## src/i2cbw_pkg.sv

```systemverilog
// Package for the I2C bit-bang write sequencer.
// Holds the transfer structs, command codes, wait constants and the FSM state type.
// No dependencies.
`default_nettype none

package i2cbw_pkg;

    // Command codes carried in the action field.
    localparam logic [2:0] ACT_START = 3'd0;
    localparam logic [2:0] ACT_STOP  = 3'd1;
    localparam logic [2:0] ACT_BIT   = 3'd2;
    localparam logic [2:0] ACT_BYTE  = 3'd3;
    localparam logic [2:0] ACT_PULSE = 3'd4;

    // Bus timing in microseconds.
    localparam logic [15:0] SETUP_US    = 16'd10;
    localparam logic [15:0] HALF_BIT_US = 16'd5;

    // Phase and group limits of the fixed sequences.
    localparam int          PHASE_W       = 2;
    localparam int          GRP_W         = 5;
    localparam logic [1:0]  PH_LAST_THREE = 2'd2;
    localparam logic [1:0]  PH_LAST_FOUR  = 2'd3;
    localparam logic [4:0]  BYTE_GROUPS_M1 = 5'd8;

    // One input command.
    typedef struct packed {
        logic [2:0]  action;
        logic [7:0]  data;
        logic [4:0]  pulse_count;
        logic [15:0] pulse_delay_ms;
    } t_in_item;

    // One line change as delivered to the consumer.
    typedef struct packed {
        logic        sda_level;
        logic        scl_level;
        logic [15:0] wait_amount;
        logic        wait_in_ms;
        logic        last_change;
    } t_out_item;

    // One decoded step: which pin moves, where to, and how long to hold.
    typedef struct packed {
        logic        is_scl;
        logic        level;
        logic [15:0] wait_amount;
        logic        wait_in_ms;
        logic        last_change;
    } t_change;

    // Sequencer states.
    typedef enum logic [1:0] {
        ST_IDLE = 2'b01,
        ST_RUN  = 2'b10
    } t_state;

endpackage

`default_nettype wire

```

## src/i2cbw_step_decode.sv

```systemverilog
// Step decoder: maps the current command, phase and group to one line change.
// Depends on i2cbw_pkg.
`default_nettype none

module i2cbw_step_decode (
    input  wire logic [2:0]          i_action,
    input  wire logic [1:0]          i_phase,
    input  wire logic [4:0]          i_grp,
    input  wire logic [4:0]          i_grp_max,
    input  wire logic                i_bit,
    input  wire logic [15:0]         i_delay,
    output i2cbw_pkg::t_change       o_change,
    output logic [1:0]               o_phase_max
);

    // Pin, level and wait for each phase of each command.
    always_comb begin
        o_change    = '0;
        o_phase_max = i2cbw_pkg::PH_LAST_THREE;
        case (i_action)
            i2cbw_pkg::ACT_START: begin
                o_phase_max = i2cbw_pkg::PH_LAST_FOUR;
                case (i_phase)
                    2'd0: begin
                        o_change.is_scl = 1'b0;
                        o_change.level  = 1'b1;
                    end
                    2'd1: begin
                        o_change.is_scl      = 1'b1;
                        o_change.level       = 1'b1;
                        o_change.wait_amount = i2cbw_pkg::SETUP_US;
                    end
                    2'd2: begin
                        o_change.is_scl      = 1'b0;
                        o_change.level       = 1'b0;
                        o_change.wait_amount = i2cbw_pkg::SETUP_US;
                    end
                    default: begin
                        o_change.is_scl = 1'b1;
                        o_change.level  = 1'b0;
                    end
                endcase
            end
            i2cbw_pkg::ACT_STOP: begin
                case (i_phase)
                    2'd0: begin
                        o_change.is_scl      = 1'b0;
                        o_change.level       = 1'b0;
                        o_change.wait_amount = i2cbw_pkg::SETUP_US;
                    end
                    2'd1: begin
                        o_change.is_scl      = 1'b1;
                        o_change.level       = 1'b1;
                        o_change.wait_amount = i2cbw_pkg::SETUP_US;
                    end
                    default: begin
                        o_change.is_scl = 1'b0;
                        o_change.level  = 1'b1;
                    end
                endcase
            end
            i2cbw_pkg::ACT_BIT, i2cbw_pkg::ACT_BYTE: begin
                case (i_phase)
                    2'd0: begin
                        o_change.is_scl      = 1'b0;
                        o_change.level       = i_bit;
                        o_change.wait_amount = i2cbw_pkg::HALF_BIT_US;
                    end
                    2'd1: begin
                        o_change.is_scl      = 1'b1;
                        o_change.level       = 1'b1;
                        o_change.wait_amount = i2cbw_pkg::HALF_BIT_US;
                    end
                    default: begin
                        o_change.is_scl = 1'b1;
                        o_change.level  = 1'b0;
                    end
                endcase
            end
            i2cbw_pkg::ACT_PULSE: begin
                o_phase_max = i2cbw_pkg::PH_LAST_FOUR;
                // Both lines go high then low; the SCL changes carry the hold.
                o_change.is_scl = i_phase[0];
                o_change.level  = ~i_phase[1];
                if (i_phase[0]) begin
                    o_change.wait_amount = i_delay;
                    o_change.wait_in_ms  = 1'b1;
                end
            end
            default: begin
                o_change = '0;
            end
        endcase

        // The final change is the last phase of the last group.
        o_change.last_change = (i_phase == o_phase_max) && (i_grp == i_grp_max);
    end

endmodule

`default_nettype wire

```

## src/i2cbw_out_reg.sv

```systemverilog
// Output register: tracks the driven levels of SDA and SCL and holds one result.
// Depends on i2cbw_pkg.
`default_nettype none

module i2cbw_out_reg (
    input  wire logic                i_clk,
    input  wire logic                i_rst_n,
    input  wire logic                i_load,
    input  wire i2cbw_pkg::t_change  i_change,
    input  wire logic                i_out_ready,
    output logic                     o_can_load,
    output logic                     o_out_valid,
    output i2cbw_pkg::t_out_item     o_out_data
);

    logic                 r_sda;
    logic                 r_scl;
    logic                 r_valid;
    i2cbw_pkg::t_out_item r_data;
    logic                 n_sda;
    logic                 n_scl;

    // Apply the change to the line that moves.
    always_comb begin
        n_sda = r_sda;
        n_scl = r_scl;
        if (i_change.is_scl) begin
            n_scl = i_change.level;
        end else begin
            n_sda = i_change.level;
        end
    end

    // Line state and valid flag; the lines idle high after reset.
    always_ff @(posedge i_clk) begin
        if (!i_rst_n) begin
            r_sda   <= 1'b1;
            r_scl   <= 1'b1;
            r_valid <= 1'b0;
        end else if (i_load) begin
            r_sda   <= n_sda;
            r_scl   <= n_scl;
            r_valid <= 1'b1;
        end else if (i_out_ready) begin
            r_valid <= 1'b0;
        end
    end

    // Result payload.
    always_ff @(posedge i_clk) begin
        if (i_load) begin
            r_data.sda_level   <= n_sda;
            r_data.scl_level   <= n_scl;
            r_data.wait_amount <= i_change.wait_amount;
            r_data.wait_in_ms  <= i_change.wait_in_ms;
            r_data.last_change <= i_change.last_change;
        end
    end

    assign o_can_load  = !r_valid || i_out_ready;
    assign o_out_valid = r_valid;
    assign o_out_data  = r_data;

endmodule

`default_nettype wire

```

## src/i2c_bitbang_write_sequencer_top.sv

```systemverilog
// The first line change of a command passes the state register and then the output register
// before it is offered; then one change per cycle while the consumer takes them, stalling
// with it. A command is taken only when the sequencer is idle, so a new one waits until the
// last change of the current one is loaded; a byte write has 27 changes. Unknown actions and
// zero-count pulses produce no change. Reset is synchronous, active low; SDA, SCL start high.
// Depends on i2cbw_pkg, i2cbw_step_decode and i2cbw_out_reg.
`default_nettype none

module i2c_bitbang_write_sequencer_top #(
    parameter int MAX_PULSES = 16
) (
    input  wire logic                 i_clk,
    input  wire logic                 i_rst_n,
    input  wire logic                 i_in_valid,
    output logic                      o_in_ready,
    input  wire i2cbw_pkg::t_in_item  i_in_item,
    output logic                      o_out_valid,
    input  wire logic                 i_out_ready,
    output i2cbw_pkg::t_out_item      o_out_item
);

    localparam logic [4:0] MaxPulsesW = 5'(MAX_PULSES);

    i2cbw_pkg::t_state  r_state;
    i2cbw_pkg::t_state  n_state;
    logic [2:0]         r_action;
    logic [15:0]        r_delay;
    logic [7:0]         r_shift;
    logic [1:0]         r_phase;
    logic [4:0]         r_grp;
    logic [4:0]         r_grp_max;

    logic               w_in_fire;
    logic               w_load;
    logic               w_can_load;
    logic               w_starts;
    logic [4:0]         w_count_sat;
    logic [4:0]         w_grp_max;
    logic [7:0]         w_shift;
    logic [1:0]         w_phase_max;
    i2cbw_pkg::t_change w_change;

    assign o_in_ready = (r_state == i2cbw_pkg::ST_IDLE);
    assign w_in_fire  = i_in_valid && o_in_ready;
    assign w_load     = (r_state == i2cbw_pkg::ST_RUN) && w_can_load;

    // Decide whether a command produces changes, and set up its group limit and bits.
    always_comb begin
        w_count_sat = (i_in_item.pulse_count > MaxPulsesW) ? MaxPulsesW
                                                           : i_in_item.pulse_count;
        w_starts  = 1'b1;
        w_grp_max = '0;
        w_shift   = i_in_item.data;
        case (i_in_item.action)
            i2cbw_pkg::ACT_START, i2cbw_pkg::ACT_STOP: begin
                w_starts = 1'b1;
            end
            i2cbw_pkg::ACT_BIT: begin
                w_shift = {i_in_item.data[0], 7'd0};
            end
            i2cbw_pkg::ACT_BYTE: begin
                w_grp_max = i2cbw_pkg::BYTE_GROUPS_M1;
            end
            i2cbw_pkg::ACT_PULSE: begin
                w_starts  = (w_count_sat != 5'd0);
                w_grp_max = w_count_sat - 5'd1;
            end
            default: begin
                w_starts = 1'b0;
            end
        endcase
    end

    // Sequencer state.
    always_comb begin
        n_state = r_state;
        case (r_state)
            i2cbw_pkg::ST_IDLE: begin
                if (w_in_fire && w_starts) begin
                    n_state = i2cbw_pkg::ST_RUN;
                end
            end
            i2cbw_pkg::ST_RUN: begin
                if (w_load && w_change.last_change) begin
                    n_state = i2cbw_pkg::ST_IDLE;
                end
            end
            default: begin
                n_state = i2cbw_pkg::ST_IDLE;
            end
        endcase
    end

    always_ff @(posedge i_clk) begin
        if (!i_rst_n) begin
            r_state <= i2cbw_pkg::ST_IDLE;
        end else begin
            r_state <= n_state;
        end
    end

    // Phase and group counters with the bit shifter; a byte shifts in ones for the ack.
    always_ff @(posedge i_clk) begin
        if (w_in_fire) begin
            r_action  <= i_in_item.action;
            r_delay   <= i_in_item.pulse_delay_ms;
            r_shift   <= w_shift;
            r_phase   <= '0;
            r_grp     <= '0;
            r_grp_max <= w_grp_max;
        end else if (w_load) begin
            if (r_phase == w_phase_max) begin
                r_phase <= '0;
                r_grp   <= r_grp + 5'd1;
                r_shift <= {r_shift[6:0], 1'b1};
            end else begin
                r_phase <= r_phase + 2'd1;
            end
        end
    end

    i2cbw_step_decode u_decode (
        .i_action    (r_action),
        .i_phase     (r_phase),
        .i_grp       (r_grp),
        .i_grp_max   (r_grp_max),
        .i_bit       (r_shift[7]),
        .i_delay     (r_delay),
        .o_change    (w_change),
        .o_phase_max (w_phase_max)
    );

    i2cbw_out_reg u_out (
        .i_clk       (i_clk),
        .i_rst_n     (i_rst_n),
        .i_load      (w_load),
        .i_change    (w_change),
        .i_out_ready (i_out_ready),
        .o_can_load  (w_can_load),
        .o_out_valid (o_out_valid),
        .o_out_data  (o_out_item)
    );

    // A command that makes no change leaves the sequencer idle.
    a_no_change_stays_idle: assert property (@(posedge i_clk) disable iff (!i_rst_n)
        (w_in_fire && !w_starts) |=> (r_state == i2cbw_pkg::ST_IDLE))
        else $error("sequencer left idle on a command without changes");

    // The final change of a command returns the sequencer to idle.
    a_last_ends_run: assert property (@(posedge i_clk) disable iff (!i_rst_n)
        (w_load && w_change.last_change) |=> (r_state == i2cbw_pkg::ST_IDLE))
        else $error("sequencer kept running after the last change");

    // The phase counter never passes the last phase of the sequence.
    a_phase_bound: assert property (@(posedge i_clk) disable iff (!i_rst_n)
        (r_state == i2cbw_pkg::ST_RUN) |-> (r_phase <= w_phase_max))
        else $error("phase counter out of range");

    // The group counter never passes the last group of the command.
    a_grp_bound: assert property (@(posedge i_clk) disable iff (!i_rst_n)
        (r_state == i2cbw_pkg::ST_RUN) |-> (r_grp <= r_grp_max))
        else $error("group counter out of range");

endmodule

`default_nettype wire
```

## config.mk

```make
export PLATFORM = sky130hd
export DESIGN_NAME = i2c_bitbang_write_sequencer_top
export DESIGN_NICKNAME = d
export VERILOG_FILES = /design/src/i2cbw_pkg.sv /design/src/i2cbw_step_decode.sv /design/src/i2cbw_out_reg.sv /design/src/i2c_bitbang_write_sequencer_top.sv
export SDC_FILE = /design/constraint.sdc
export NUM_CORES = 1
export LEC_CHECK = 0
export BUFFER_PORTS_ARGS = -buffer_cell sky130_fd_sc_hd__buf_2
export CAP_MARGIN = 20
export CORE_UTILIZATION = 54
export CTS_BUF_LIST = sky130_fd_sc_hd__clkbuf_8 sky130_fd_sc_hd__clkbuf_16
export CTS_CLUSTER_SIZE = 14
export DETAILED_ROUTE_END_ITERATION = 8
export PLACE_DENSITY = 0.83
export SLEW_MARGIN = 20
export SYNTH_ARGS = -nofsm -noshare
export SYNTH_HDL_FRONTEND = slang
export SYNTH_SLANG_ARGS = --single-unit
```

## constraint.sdc

```tcl
create_clock -name i_clk -period 2.4 [get_ports i_clk]
set_input_delay 0.24 -clock i_clk [delete_from_list [all_inputs] [get_ports i_clk]]
set_output_delay 0.24 -clock i_clk [all_outputs]
set_load 0.005 [all_outputs]
```

==> results by group <==
Status
  • Status: completed

Clock network
  • Htree depth: 3
  • Gates resized, CTS repair: 0
  • Clock root cell: clkbuf_8
  • CTS clock-pin slew for the worst setup and hold paths: 0.07 ns
  • CTS tree: yes
  • Worst-case clock buffer depth: 2
  • Cts bufs inserted: 9
  • Clk_lat worst skew: 0.34 ns
  • CTS Sinks: 64
  • Post-CTS Hold Buffers: 0
  • Post-CTS Setup Repair Bufs: 0

STA
  • Period utilization: 81.6%
  • Setup violators final: 0
  • Hold slack: 0.0735 ns
  • Hold violation count in the final report: 0
  • Max Clk Rate: 511 MHz
  • Slew @ Worst Pin: 0.642 ns
  • Worst Setup Slack, final: 0.442 ns
  • Unrepaired setup endpoints after global routing: no
  • Slew margin rel.: 56.1%
  • Fin. max-slew vios: 0
  • Skew final: 0.00607 ns
  • Final min period: 1.96 ns
  • Setup Total Neg Slack: 0 ns

Global routing
  • First-pass GRT wire length: 7.62 mm
  • GRT Residual Overflow: 0
  • Initial antenna violation count: 0
  • Largest net degree at the start of global routing: 22
  • Total track usage: 19.6%
  • Vias in the first global route: 1707

Synth
  • Asr flop ratio synth: 0%
  • Most numerous cell in the Yosys netlist: edfxtp_1
  • Top cells by area, synth: edfxtp_1 (57%), dfxtp_1 (8.7%), and2_1 (2.7%), ha_1 (2.7%), a22o_1 (1.9%)
  • Main flop type after synthesis: edfxtp_1
  • Post-synthesis sequential area ratio: 65.2%
  • Mapped Area: 2760 um^2
  • Netlist cell types: 50
  • Ys Warns: 0
  • EDFF count, synth: 52
  • Number of synthesized register bits: 64
  • Post-synthesis cell count: 203
  • Net Count, Synth: 245
  • Yosys top cell area share: 56.5%
  • Mean Syn Cell Area: 13.6 um^2
  • Cell taking the most area after synthesis: edfxtp_1
  • Leading post-synthesis cells by instance count: edfxtp_1 (52), and2_1 (12), dfxtp_1 (12)

Floorplanning
  • Initial core utilization: 57.3%
  • Core ar.: 4820 um^2
  • Die Area: 5400 um^2
  • Die Height: 73.5 um
  • I/O pins: 58
  • Die W: 73.5 um
  • Site row count: 25

Routing
  • Met3 Wirelength: 219 um
  • DR vias: 1819
  • DR pass1 iterations: 4
  • Total Wirelength: 4.83 mm
  • Residual DRC: 0
  • Final ANT Viol Nets: 0
  • Met2 wire length: 2.46 mm
  • Iteration-0 DRC Markers: 128
  • Top layer in use: met4
  • Vias per cell: 5.32
  • Wire per inst: 14.1 um
  • Wl on met1: 2.06 mm

Setup path
  • Register-to-register setup slack: 0.44 ns
  • Worst Setup Path Type: reg -> reg
  • Reg-to-reg endpoint: u_out.o_out_data[18]
  • Setup crit end kind: register
  • CP Data Arrival Time: 2.05 ns
  • Critical Path RT: 2.49 ns
  • Launching point of the worst reg2reg path: r_phase[0]
  • Crit path max fanout: 8
  • Worst-case reg-to-reg path depth: 6
  • Startpoint Class: register

Finish
  • ANT cells: 0
  • Fraction of layout cells with a size suffix above 1: 30.9%
  • Nets: 312
  • Post-route cell area: 3340 um^2
  • Filler cells: 372
  • Syn-to-layout area delta: 20.9%

Power and ir drop
  • Static leakage: 1.26 nW
  • Peak supply drop: 0.428 mV
  • Pwr dens: 726 nW/um^2
  • Total power draw: 2.42 mW

Worst hold path
  • Hold Path Class: in -> reg
  • Hold_sp: i_in_item[12]
  • Worst hold path cell count: 1
  • Hold Crit Endpoint: r_delay[12]

Placement
  • Pre-CTS WS: 0.488 ns
  • Dpl cell area: 3130 um^2
  • Final HPWL DP: 3.41 mm
  • PortBufs: 57
  • GPL Wtd Cong: 0.805

Flow run
  • MaxCap Viol Count: 0
-- how the worst max path moves through the flow --
stage | from | end | depth (start not counted)
2_1_floorplan | r_phase[0] | u_out.o_out_data[18] | 6
3_3_place_gp | r_phase[0] | u_out.o_out_data[18] | 6
3_5_place_dp | r_phase[0] | u_out.o_out_data[18] | 5
4_1_cts | r_phase[0] | u_out.o_out_data[18] | 5
5_1_grt | r_phase[0] | u_out.o_out_data[18] | 5
6_report | r_phase[0] | u_out.o_out_data[18] | 6
-- area by class of cell --
type / instances / area (um^2) / area share, %
clock inverter: 7 / 88.8 / 2.66
clock buffer: 9 / 124 / 3.71
sequential: 64 / 1800 / 54.0
timing repair buffer: 61 / 315 / 9.45
inverter: 7 / 26.3 / 0.787
tap: 67 / 83.8 / 2.51
multi-input combinational: 127 / 898 / 26.9
-- layout by cell type (no fill, tap or decap), types with 4 or more instances in the layout --
cell	netlist	routed
buf_4	0	4
a22o_1	6	6
nor2_1	10	10
edfxtp_1	52	52
a21o_1	4	4
ha_1	6	6
o21ai_0	6	6
clkbuf_8	0	9
and2_1	12	12
inv_1	6	8
nand3_1	6	6
buf_2	1	57
nand2_1	10	10
a21oi_1	9	9
nand2b_1	5	5
nor2b_1	4	4
xnor2_1	6	6
nor3_1	4	4
dfxtp_1	12	12
-- kinds of logic after synthesis --
kind of cell	share of synthesized area [%]
AO/OA/AOI/OAI	11.4
XOR/XNOR	2.54
adder cells (fa/ha/maj)	2.72
buffers and inverters	2.22
flip-flops	65.2
multiplexers	1.13
AND/OR/NAND/NOR	14.7
-- sequential cells by signal (all words and copies together) (netlist names) --
signal / count
r_shift: 8
u_out.o_out_data: 20
r_state: 2
u_out.r_sda: 1
r_grp_max: 5
r_delay: 16
r_grp: 5
r_action: 3
u_out.o_out_valid: 1
r_phase: 2
u_out.r_scl: 1
-- per-stage QoR --
| stage | utilization [%] | instances |
|---|---|---|
| after floorplan | - | 203 |
| after global placement | 64.9 | 326 |
| after detailed placement | 64.9 | 326 |
| after CTS | 69.3 | 342 |
| after global routing | 69.3 | 342 |
| final | 69.3 | 342 |
-- layer usage --
| metal | up-vias | track usage [%] |
|---|---|---|
| li1 | 897 | - |
| met1 | 869 | 22.9 |
| met2 | 42 | 31.9 |
| met3 | 11 | 5.90 |
| met4 | 0 | 12.0 |
| met5 | - | 0 |
-- report_power, final --
group / internal [mW] / total, mW / switching (mW) / leakage, nW
combinational: 0.0775 / 0.161 / 0.0838 / 0.585
clock: 0.577 / 0.978 / 0.402 / 0.112
sequential: 1.26 / 1.28 / 0.0262 / 0.563
-- worst max-delay path: stages (launching register included) --
cell and delay, ns:
dfxtp_1 0.47, inv_1 0.15, ha_1 0.25, a21oi_1 0.13
nor3_1 0.06, or3_1 0.39, mux2_2 0.27
No activity file was read; power rests on OpenSTA's default activity.
